$ cat src/rtl/core/tcphp_pkg.sv
// shared types and constants for the tcp header byte parser
package tcphp_pkg;

    localparam int unsigned POS_W = 6;
    localparam int unsigned LEFT_W = 6;

    localparam logic [POS_W-1:0] POS_PORTS_END = 6'd4;
    localparam logic [POS_W-1:0] POS_SEQACK_END = 6'd12;
    localparam logic [POS_W-1:0] POS_FLAGS_END = 6'd14;
    localparam logic [POS_W-1:0] FIXED_LEN = 6'd20;
    localparam logic [LEFT_W-1:0] FIXED_LEN_LEFT = 6'd20;

    localparam logic [7:0] OPT_KIND_MSS = 8'h02;
    localparam logic [3:0] MIN_OFFSET = 4'd5;

    localparam logic [1:0] ST_OK = 2'd0;
    localparam logic [1:0] ST_ZERO_FLAGS = 2'd1;
    localparam logic [1:0] ST_UNSUPPORTED = 2'd2;
    localparam logic [1:0] ST_MALFORMED = 2'd3;

    typedef enum logic [3:0] {
        PH_KIND = 4'b0001,
        PH_LEN  = 4'b0010,
        PH_HI   = 4'b0100,
        PH_LO   = 4'b1000
    } opt_phase_t;

    typedef struct packed {
        logic       valid;
        logic [7:0] data_byte;
        logic       first_byte;
    } in_item_t;

    typedef struct packed {
        logic [15:0] src_port;
        logic [15:0] dst_port;
        logic [31:0] seq_number;
        logic [31:0] ack_number;
        logic [3:0]  data_offset;
        logic [11:0] flag_bits;
        logic [15:0] window_size;
        logic [15:0] header_checksum;
        logic [15:0] urgent_pointer;
        logic [15:0] max_segment_size;
        logic        has_options;
        logic [1:0]  status;
    } result_t;

    typedef struct packed {
        logic    emit;
        result_t result;
    } parse_out_t;

endpackage

$ cat src/rtl/core/tcphp_in_reg.sv
// input register holding the next header byte request
module tcphp_in_reg
    import tcphp_pkg::*;
(
    input  logic       clk,
    input  logic       rst_n,
    input  logic       in_valid,
    input  logic [7:0] data_byte,
    input  logic       first_byte,
    input  logic       advance,
    output logic       in_stall,
    output in_item_t   item
);

    logic       valid_reg;
    logic [7:0] data_reg;
    logic       first_reg;

    assign in_stall = valid_reg && !advance;

    always_ff @(posedge clk or negedge rst_n)
    begin
        if (!rst_n)
        begin
            valid_reg <= 1'b0;
        end
        else if (!in_stall)
        begin
            valid_reg <= in_valid;
        end
    end

    always_ff @(posedge clk)
    begin
        if (!in_stall && in_valid)
        begin
            data_reg  <= data_byte;
            first_reg <= first_byte;
        end
    end

    assign item = '{valid: valid_reg, data_byte: data_reg, first_byte: first_reg};

endmodule

$ cat src/rtl/core/tcphp_parse.sv
// parse state and per-byte field assembly and option walk
module tcphp_parse
    import tcphp_pkg::*;
(
    input  logic       clk,
    input  logic       rst_n,
    input  in_item_t   item,
    input  logic       advance,
    output parse_out_t pout
);

    logic [POS_W-1:0]  pos_reg;
    logic [LEFT_W-1:0] left_reg;
    opt_phase_t        phase_reg;
    logic              done_reg;
    logic [31:0]       ports_reg;
    logic [63:0]       seqack_reg;
    logic [15:0]       offflags_reg;
    logic [47:0]       wcu_reg;
    logic [15:0]       mss_reg;
    logic              seen_reg;

    logic [POS_W-1:0]  pos_next;
    logic [LEFT_W-1:0] left_next;
    opt_phase_t        phase_next;
    logic              done_next;
    logic [31:0]       ports_next;
    logic [63:0]       seqack_next;
    logic [15:0]       offflags_next;
    logic [47:0]       wcu_next;
    logic [15:0]       mss_next;
    logic              seen_next;
    logic              emit;
    logic [1:0]        status;

    always_comb
    begin
        pos_next      = pos_reg;
        left_next     = left_reg;
        phase_next    = phase_reg;
        done_next     = done_reg;
        ports_next    = ports_reg;
        seqack_next   = seqack_reg;
        offflags_next = offflags_reg;
        wcu_next      = wcu_reg;
        mss_next      = mss_reg;
        seen_next     = seen_reg;
        emit          = 1'b0;
        status        = ST_OK;

        if (item.valid && (item.first_byte || !done_reg))
        begin
            // restart clears everything
            if (item.first_byte)
            begin
                pos_next      = '0;
                left_next     = '0;
                phase_next    = PH_KIND;
                done_next     = 1'b0;
                ports_next    = '0;
                seqack_next   = '0;
                offflags_next = '0;
                wcu_next      = '0;
                mss_next      = '0;
                seen_next     = 1'b0;
            end

            if (pos_next < FIXED_LEN)
            begin
                if (pos_next < POS_PORTS_END)
                begin
                    ports_next = {ports_next[23:0], item.data_byte};
                end
                else if (pos_next < POS_SEQACK_END)
                begin
                    seqack_next = {seqack_next[55:0], item.data_byte};
                end
                else if (pos_next < POS_FLAGS_END)
                begin
                    offflags_next = {offflags_next[7:0], item.data_byte};
                end
                else
                begin
                    wcu_next = {wcu_next[39:0], item.data_byte};
                end
                pos_next = pos_next + 6'd1;

                if (pos_next == POS_FLAGS_END && offflags_next[11:0] == 12'd0)
                begin
                    emit   = 1'b1;
                    status = ST_ZERO_FLAGS;
                end
                else if (pos_next == FIXED_LEN)
                begin
                    if (offflags_next[15:12] < MIN_OFFSET)
                    begin
                        emit   = 1'b1;
                        status = ST_MALFORMED;
                    end
                    else if (offflags_next[15:12] == MIN_OFFSET)
                    begin
                        emit   = 1'b1;
                        status = ST_OK;
                    end
                    else
                    begin
                        left_next  = {offflags_next[15:12], 2'b00} - FIXED_LEN_LEFT;
                        phase_next = PH_KIND;
                    end
                end
            end
            else
            begin
                // option area
                left_next = left_next - 6'd1;
                seen_next = 1'b1;
                unique case (phase_next)
                    PH_KIND:
                    begin
                        if (item.data_byte != OPT_KIND_MSS)
                        begin
                            emit   = 1'b1;
                            status = ST_UNSUPPORTED;
                        end
                        else
                        begin
                            phase_next = PH_LEN;
                        end
                    end
                    PH_LEN:
                    begin
                        phase_next = PH_HI;
                    end
                    PH_HI:
                    begin
                        mss_next   = {mss_next[7:0], item.data_byte};
                        phase_next = PH_LO;
                    end
                    PH_LO:
                    begin
                        mss_next   = {mss_next[7:0], item.data_byte};
                        phase_next = PH_KIND;
                    end
                    default:
                    begin
                        phase_next = PH_KIND;
                    end
                endcase
                if (!emit && left_next == '0)
                begin
                    emit   = 1'b1;
                    status = (phase_next == PH_KIND) ? ST_OK : ST_MALFORMED;
                end
            end

            if (emit)
            begin
                done_next = 1'b1;
            end
        end
    end

    always_ff @(posedge clk or negedge rst_n)
    begin
        if (!rst_n)
        begin
            pos_reg      <= '0;
            left_reg     <= '0;
            phase_reg    <= PH_KIND;
            done_reg     <= 1'b1;
            ports_reg    <= '0;
            seqack_reg   <= '0;
            offflags_reg <= '0;
            wcu_reg      <= '0;
            mss_reg      <= '0;
            seen_reg     <= 1'b0;
        end
        else if (advance)
        begin
            pos_reg      <= pos_next;
            left_reg     <= left_next;
            phase_reg    <= phase_next;
            done_reg     <= done_next;
            ports_reg    <= ports_next;
            seqack_reg   <= seqack_next;
            offflags_reg <= offflags_next;
            wcu_reg      <= wcu_next;
            mss_reg      <= mss_next;
            seen_reg     <= seen_next;
        end
    end

    assign pout.emit                    = emit;
    assign pout.result.src_port         = ports_next[31:16];
    assign pout.result.dst_port         = ports_next[15:0];
    assign pout.result.seq_number       = seqack_next[63:32];
    assign pout.result.ack_number       = seqack_next[31:0];
    assign pout.result.data_offset      = offflags_next[15:12];
    assign pout.result.flag_bits        = offflags_next[11:0];
    assign pout.result.window_size      = wcu_next[47:32];
    assign pout.result.header_checksum  = wcu_next[31:16];
    assign pout.result.urgent_pointer   = wcu_next[15:0];
    assign pout.result.max_segment_size = mss_next;
    assign pout.result.has_options      = seen_next;
    assign pout.result.status           = status;

endmodule

$ cat src/rtl/core/tcphp_out_reg.sv
// result register for the parsed header
module tcphp_out_reg
    import tcphp_pkg::*;
(
    input  logic    clk,
    input  logic    rst_n,
    input  logic    load,
    input  result_t result_in,
    input  logic    out_stall,
    output logic    out_valid,
    output result_t result_out
);

    logic    valid_reg;
    result_t result_reg;

    always_ff @(posedge clk or negedge rst_n)
    begin
        if (!rst_n)
        begin
            valid_reg <= 1'b0;
        end
        else if (load)
        begin
            valid_reg <= 1'b1;
        end
        else if (!out_stall)
        begin
            valid_reg <= 1'b0;
        end
    end

    always_ff @(posedge clk)
    begin
        if (load)
        begin
            result_reg <= result_in;
        end
    end

    assign out_valid  = valid_reg;
    assign result_out = result_reg;

endmodule

$ cat src/rtl/core/tcp_header_byte_parser_unit.sv
// tcp header byte parser top level
// Takes one TCP header byte per cycle while in_stall is low (first_byte restarts the
// parse) and gives one result request per header with a status, the last MSS option
// value and the fixed fields parsed so far: all of them, but for a zero-flags result,
// which ends at the flags. Each byte is held in the input register and is parsed on
// its way into the result register, which drives out_valid. Bytes that end no header
// keep flowing while a result is held by out_stall; only a byte that would end a
// header waits for the result register to empty.
module tcp_header_byte_parser_unit
    import tcphp_pkg::*;
(
    input  logic        clk,
    input  logic        rst_n,
    input  logic        in_valid,
    output logic        in_stall,
    input  logic [7:0]  data_byte,
    input  logic        first_byte,
    output logic        out_valid,
    input  logic        out_stall,
    output logic [15:0] src_port,
    output logic [15:0] dst_port,
    output logic [31:0] seq_number,
    output logic [31:0] ack_number,
    output logic [3:0]  data_offset,
    output logic [11:0] flag_bits,
    output logic [15:0] window_size,
    output logic [15:0] header_checksum,
    output logic [15:0] urgent_pointer,
    output logic [15:0] max_segment_size,
    output logic        has_options,
    output logic [1:0]  status
);

    in_item_t   item;
    parse_out_t pout;
    result_t    result;
    logic       advance;
    logic       out_load;

    // a byte that ends a header waits while the held result is stalled
    assign advance  = item.valid && !(out_valid && out_stall && pout.emit);
    assign out_load = advance && pout.emit;

    tcphp_in_reg u_in_reg (
        .clk        (clk),
        .rst_n      (rst_n),
        .in_valid   (in_valid),
        .data_byte  (data_byte),
        .first_byte (first_byte),
        .advance    (advance),
        .in_stall   (in_stall),
        .item       (item)
    );

    tcphp_parse u_parse (
        .clk     (clk),
        .rst_n   (rst_n),
        .item    (item),
        .advance (advance),
        .pout    (pout)
    );

    tcphp_out_reg u_out_reg (
        .clk        (clk),
        .rst_n      (rst_n),
        .load       (out_load),
        .result_in  (pout.result),
        .out_stall  (out_stall),
        .out_valid  (out_valid),
        .result_out (result)
    );

    assign src_port         = result.src_port;
    assign dst_port         = result.dst_port;
    assign seq_number       = result.seq_number;
    assign ack_number       = result.ack_number;
    assign data_offset      = result.data_offset;
    assign flag_bits        = result.flag_bits;
    assign window_size      = result.window_size;
    assign header_checksum  = result.header_checksum;
    assign urgent_pointer   = result.urgent_pointer;
    assign max_segment_size = result.max_segment_size;
    assign has_options      = result.has_options;
    assign status           = result.status;

`ifndef ASSERT_OFF
    a_no_overwrite: assert property (@(posedge clk) disable iff (!rst_n)
        !(out_load && out_valid && out_stall))
        else $error("held result overwritten");

    a_plain_byte_flows: assert property (@(posedge clk) disable iff (!rst_n)
        (item.valid && !pout.emit) |-> !in_stall)
        else $error("non-final byte stalled");

    a_zero_flags_result: assert property (@(posedge clk) disable iff (!rst_n)
        (out_valid && status == ST_ZERO_FLAGS) |->
        (flag_bits == 12'd0 && window_size == 16'd0 && has_options == 1'b0))
        else $error("zero-flag result carries late fields");

    a_ok_offset: assert property (@(posedge clk) disable iff (!rst_n)
        (out_valid && status == ST_OK) |-> (data_offset >= MIN_OFFSET))
        else $error("ok status with short data offset");
`endif

endmodule
$ cat config.mk
export PLATFORM = sky130hd
export DESIGN_NAME = tcp_header_byte_parser_unit
export DESIGN_NICKNAME = d
export VERILOG_FILES = /design/src/rtl/core/tcphp_pkg.sv /design/src/rtl/core/tcphp_in_reg.sv /design/src/rtl/core/tcphp_parse.sv /design/src/rtl/core/tcphp_out_reg.sv /design/src/rtl/core/tcp_header_byte_parser_unit.sv
export SDC_FILE = /design/constraint.sdc
export NUM_CORES = 1
export LEC_CHECK = 0
export ABC_AREA = 1
export BUFFER_PORTS_ARGS = -buffer_cell sky130_fd_sc_hd__buf_2
export CORE_UTILIZATION = 53
export CTS_CLUSTER_DIAMETER = 50
export DETAILED_ROUTE_END_ITERATION = 10
export PLACE_DENSITY = 0.76
export SLEW_MARGIN = 0
export SYNTH_ARGS = -nofsm -noshare
export SYNTH_HDL_FRONTEND = slang
export SYNTH_SLANG_ARGS = --single-unit
$ cat constraint.sdc
create_clock -name clk -period 6.5 [get_ports clk]
set_input_delay 0.65 -clock clk [delete_from_list [all_inputs] [get_ports clk]]
set_output_delay 0.65 -clock clk [all_outputs]
set_load 0.05 [all_outputs]
==> out/metrics.yaml <==
run_status: "finished clean"
cts_tree: "done"
power.internal_mw: 4.182
area_delta_synth_final_pct: 13.37
fin_setup_tns_ns: 0
ys_top_cells_by_area: "edfxtp_1 31%, dfrtp_1 27%, nand2_1 13%"
worstSetupPathType: "flip-flop to flip-flop"
synth.net_count: 2060
combPwrFrac_pct: 8.0
place_hpwl_um: 28260
dominantRegCellSynth: "dfrtp_1"
setup_viol: 0
cts_setup_buffers: 0
setup_ws_ns: 1.795
tightest_slew_ns: 1.035
syn_area_sq_um: 18170
nets: 2174
vias: 15040
rsz0062_at_grt: "false"
top_usage_layer: "met2"
dr.first_iter.drc_count: 1732
drv_slew: 0
grtUsageMet1_pct: 36.74
wl_per_cell_um: 17.36
postCtsHoldBufs: 0
port_buffers: 193
n_antenna_cell: 0
ir_worst_vdd_mv: 0.1970
maxCapViolations: 0
drc: 0
routed_wirelength_um: 45740
min_path_type: "primary input to asynchronous set/reset pin"
total_power_mw: 5.544
synth_cells: 2041
grt_pass1_wl_um: 73180
skew_ns: 0.02027
core_sq_um: 33620
cts_buffer_depth: 3
grt_max_degree: 101
largest_reg_flops: 179
slew_headroom_pct: 30.99
p_leak_nw: 9.451
synth_edf_count: 188
finalHoldViolations: 0
clock_latency_ns: 0.54
utilization_pct: 61.28
fmax_ghz: 0.2125
power_switching_mw: 1.362
cts_sinks: 384
ys_ff_latch: 384
fin_crit_sh_pct: 72.39
viasPerCell: 5.707
routabilityCongestion: 0.8322
synth_top_cell_area_share_pct: 31.07
cts_max_level: 2
met2_usage_pct: 40.49
p_per_area_nw_per_um2: 269.1
seq_area_frac_synth_pct: 58.07
cts_buffers: 40
seqPwrFrac_pct: 49.1
initial_utilization_pct: 54.06
switching_share_pct: 24.57
die_x_um: 187.2
final_common_cell: "nand2_1"
start_kind: "flip-flop"
antenna_found_initial: 0
met3_usage_pct: 3.189
crit_path_end_kind: "flip-flop"
cts.reportedPaths.clkPinSlew_ns: 0.07
period_minus_slack_ns: 4.705
grt_pass1_vias: 13870
power.share.clock_pct: 43.0
dieArea_sq_um: 35030
drt_pass1_iterations: 5
pre_cts_ws_ns: 1.874
path_max_fanout: 90
avgSynthCellArea_sq_um: 8.903
cp.required_ns: 6.69
nFillCells: 2860
overflow: 0
ys_types: 38
final_cell_mix: "616 x nand2_1, 199 x nand3_1, 193 x o21ai_0, 193 x dfrtp_1, 192 x buf_2"
postRouteAntennaNets: 0
die_h_um: 187.2
crit_arrival_ns: 4.89
synth_warnings: 0
ios: 194
cts-resized-gates: 0
grt_usage_pct: 25.80
synth.largest_area_cell: "edfxtp_1"
drive_gt1_share_pct: 13.85
num_rows: 67
clk_root_buffer_cell: "clkbuf_16"
async_flop_share_pct: 51.04
## Yosys cell counts (3+ instances only)
| cell type | count |
|---|---|
| inv_1 | 135 |
| a31oi_1 | 19 |
| nor3_1 | 10 |
| a21oi_1 | 77 |
| nor2_1 | 119 |
| nor2_2 | 3 |
| a22o_1 | 26 |
| a211oi_1 | 12 |
| edfxtp_1 | 188 |
| ha_1 | 6 |
| buf_6 | 9 |
| clkbuf_1 | 60 |
| nand3_2 | 3 |
| buf_2 | 35 |
| nand2_2 | 4 |
| o211ai_1 | 41 |
| nand4_1 | 9 |
| o22ai_1 | 8 |
| o21ai_0 | 194 |
| buf_4 | 10 |
| o22a_1 | 16 |
| buf_1 | 27 |
| nand2_1 | 618 |
| dfrtp_1 | 194 |
| nand3_1 | 199 |
## cell families (layout without fill, tap and decap cells)
group,count (synthesis),after routing,synth area share (%)
DFF,384,384,58.07
buffers and inverters,279,425,6.583
AOI/OAI and AO/OA,399,399,12.87
and+or+nand+nor,969,969,21.87
adders and majority gates,6,6,0.4131
xor gates and xnor gates,4,4,0.1928
## per-layer routing
layer  share of wire [%]  wire length, um
met2                  47            21710
met3                 6.1             2784
met4                 3.6             1647
met1                  43            19600
met5                   0                0
## path summary, 6_finish.rpt
path	from	endpoint	slack [ns]	cells after the start
min reg2reg	u_parse.seqack_reg[32]$_DFFE_PN0N_	u_parse.seqack_reg[32]$_DFFE_PN0N_	0.47	2
max reg2reg	u_in_reg.first_reg$_DFFE_PP_	u_in_reg.data_reg[5]$_DFFE_PP_	1.79	15
max	u_in_reg.first_reg$_DFFE_PP_	u_in_reg.data_reg[5]$_DFFE_PP_	1.79	15
min	rst_n	u_parse.ports_reg[25]$_DFFE_PN0N_	0.16	1
min in group clk	data_byte[5]	u_in_reg.data_reg[5]$_DFFE_PP_	0.34	1
max in group asynchronous	rst_n	u_parse.ports_reg[3]$_DFFE_PN0N_	4.97	2
## cell type report
cell class              count  area (sq um)  share of cell area [%]
flip-flops and latches    384         10560                   51.25
multi-input cells        1378          6445                   31.29
repair buffers            213          1125                   5.460
clock buffers              48          1094                   5.309
well taps                 448         560.5                   2.721
inverters                 138         526.8                   2.557
clock inverters            26         292.8                   1.421
## per-stage QoR
step / std cells / hold slack (ns) / instance area [sq um]
global placement: 2561 / 0.4512 / 19210
global route: 2635 / 0.2224 / 20600
finish: 2635 / 0.1646 / 20600
CTS: 2635 / 0.2052 / 20600
floorplan: 2041 / 0.3544 / 18170
detailed placement: 2561 / 0.4565 / 19210
## power groups by stage
stage	combinational (mW)	sequential [mW]	clock [mW]
after CTS	0.440	2.72	2.42
after global placement	0.423	2.76	0
final	0.442	2.72	2.38
after global routing	0.500	2.73	2.50
after floorplan	0.320	2.74	0
after detailed placement	0.433	2.76	0
## worst max-delay path: stages, from the launching register on
cell	delay (ns)
edfxtp_1	0.43
clkinv_2	0.14
buf_4	0.42
buf_4	0.66
nand2_1	0.14
o21ai_0	0.35
inv_1	0.13
ha_1	0.21
inv_1	0.10
nand3b_1	0.10
nand3_1	0.10
nand3_2	0.14
nand3_4	0.12
buf_4	0.78
nand2_1	0.16
inv_1	0.33
(Power assumes the default switching activity.)
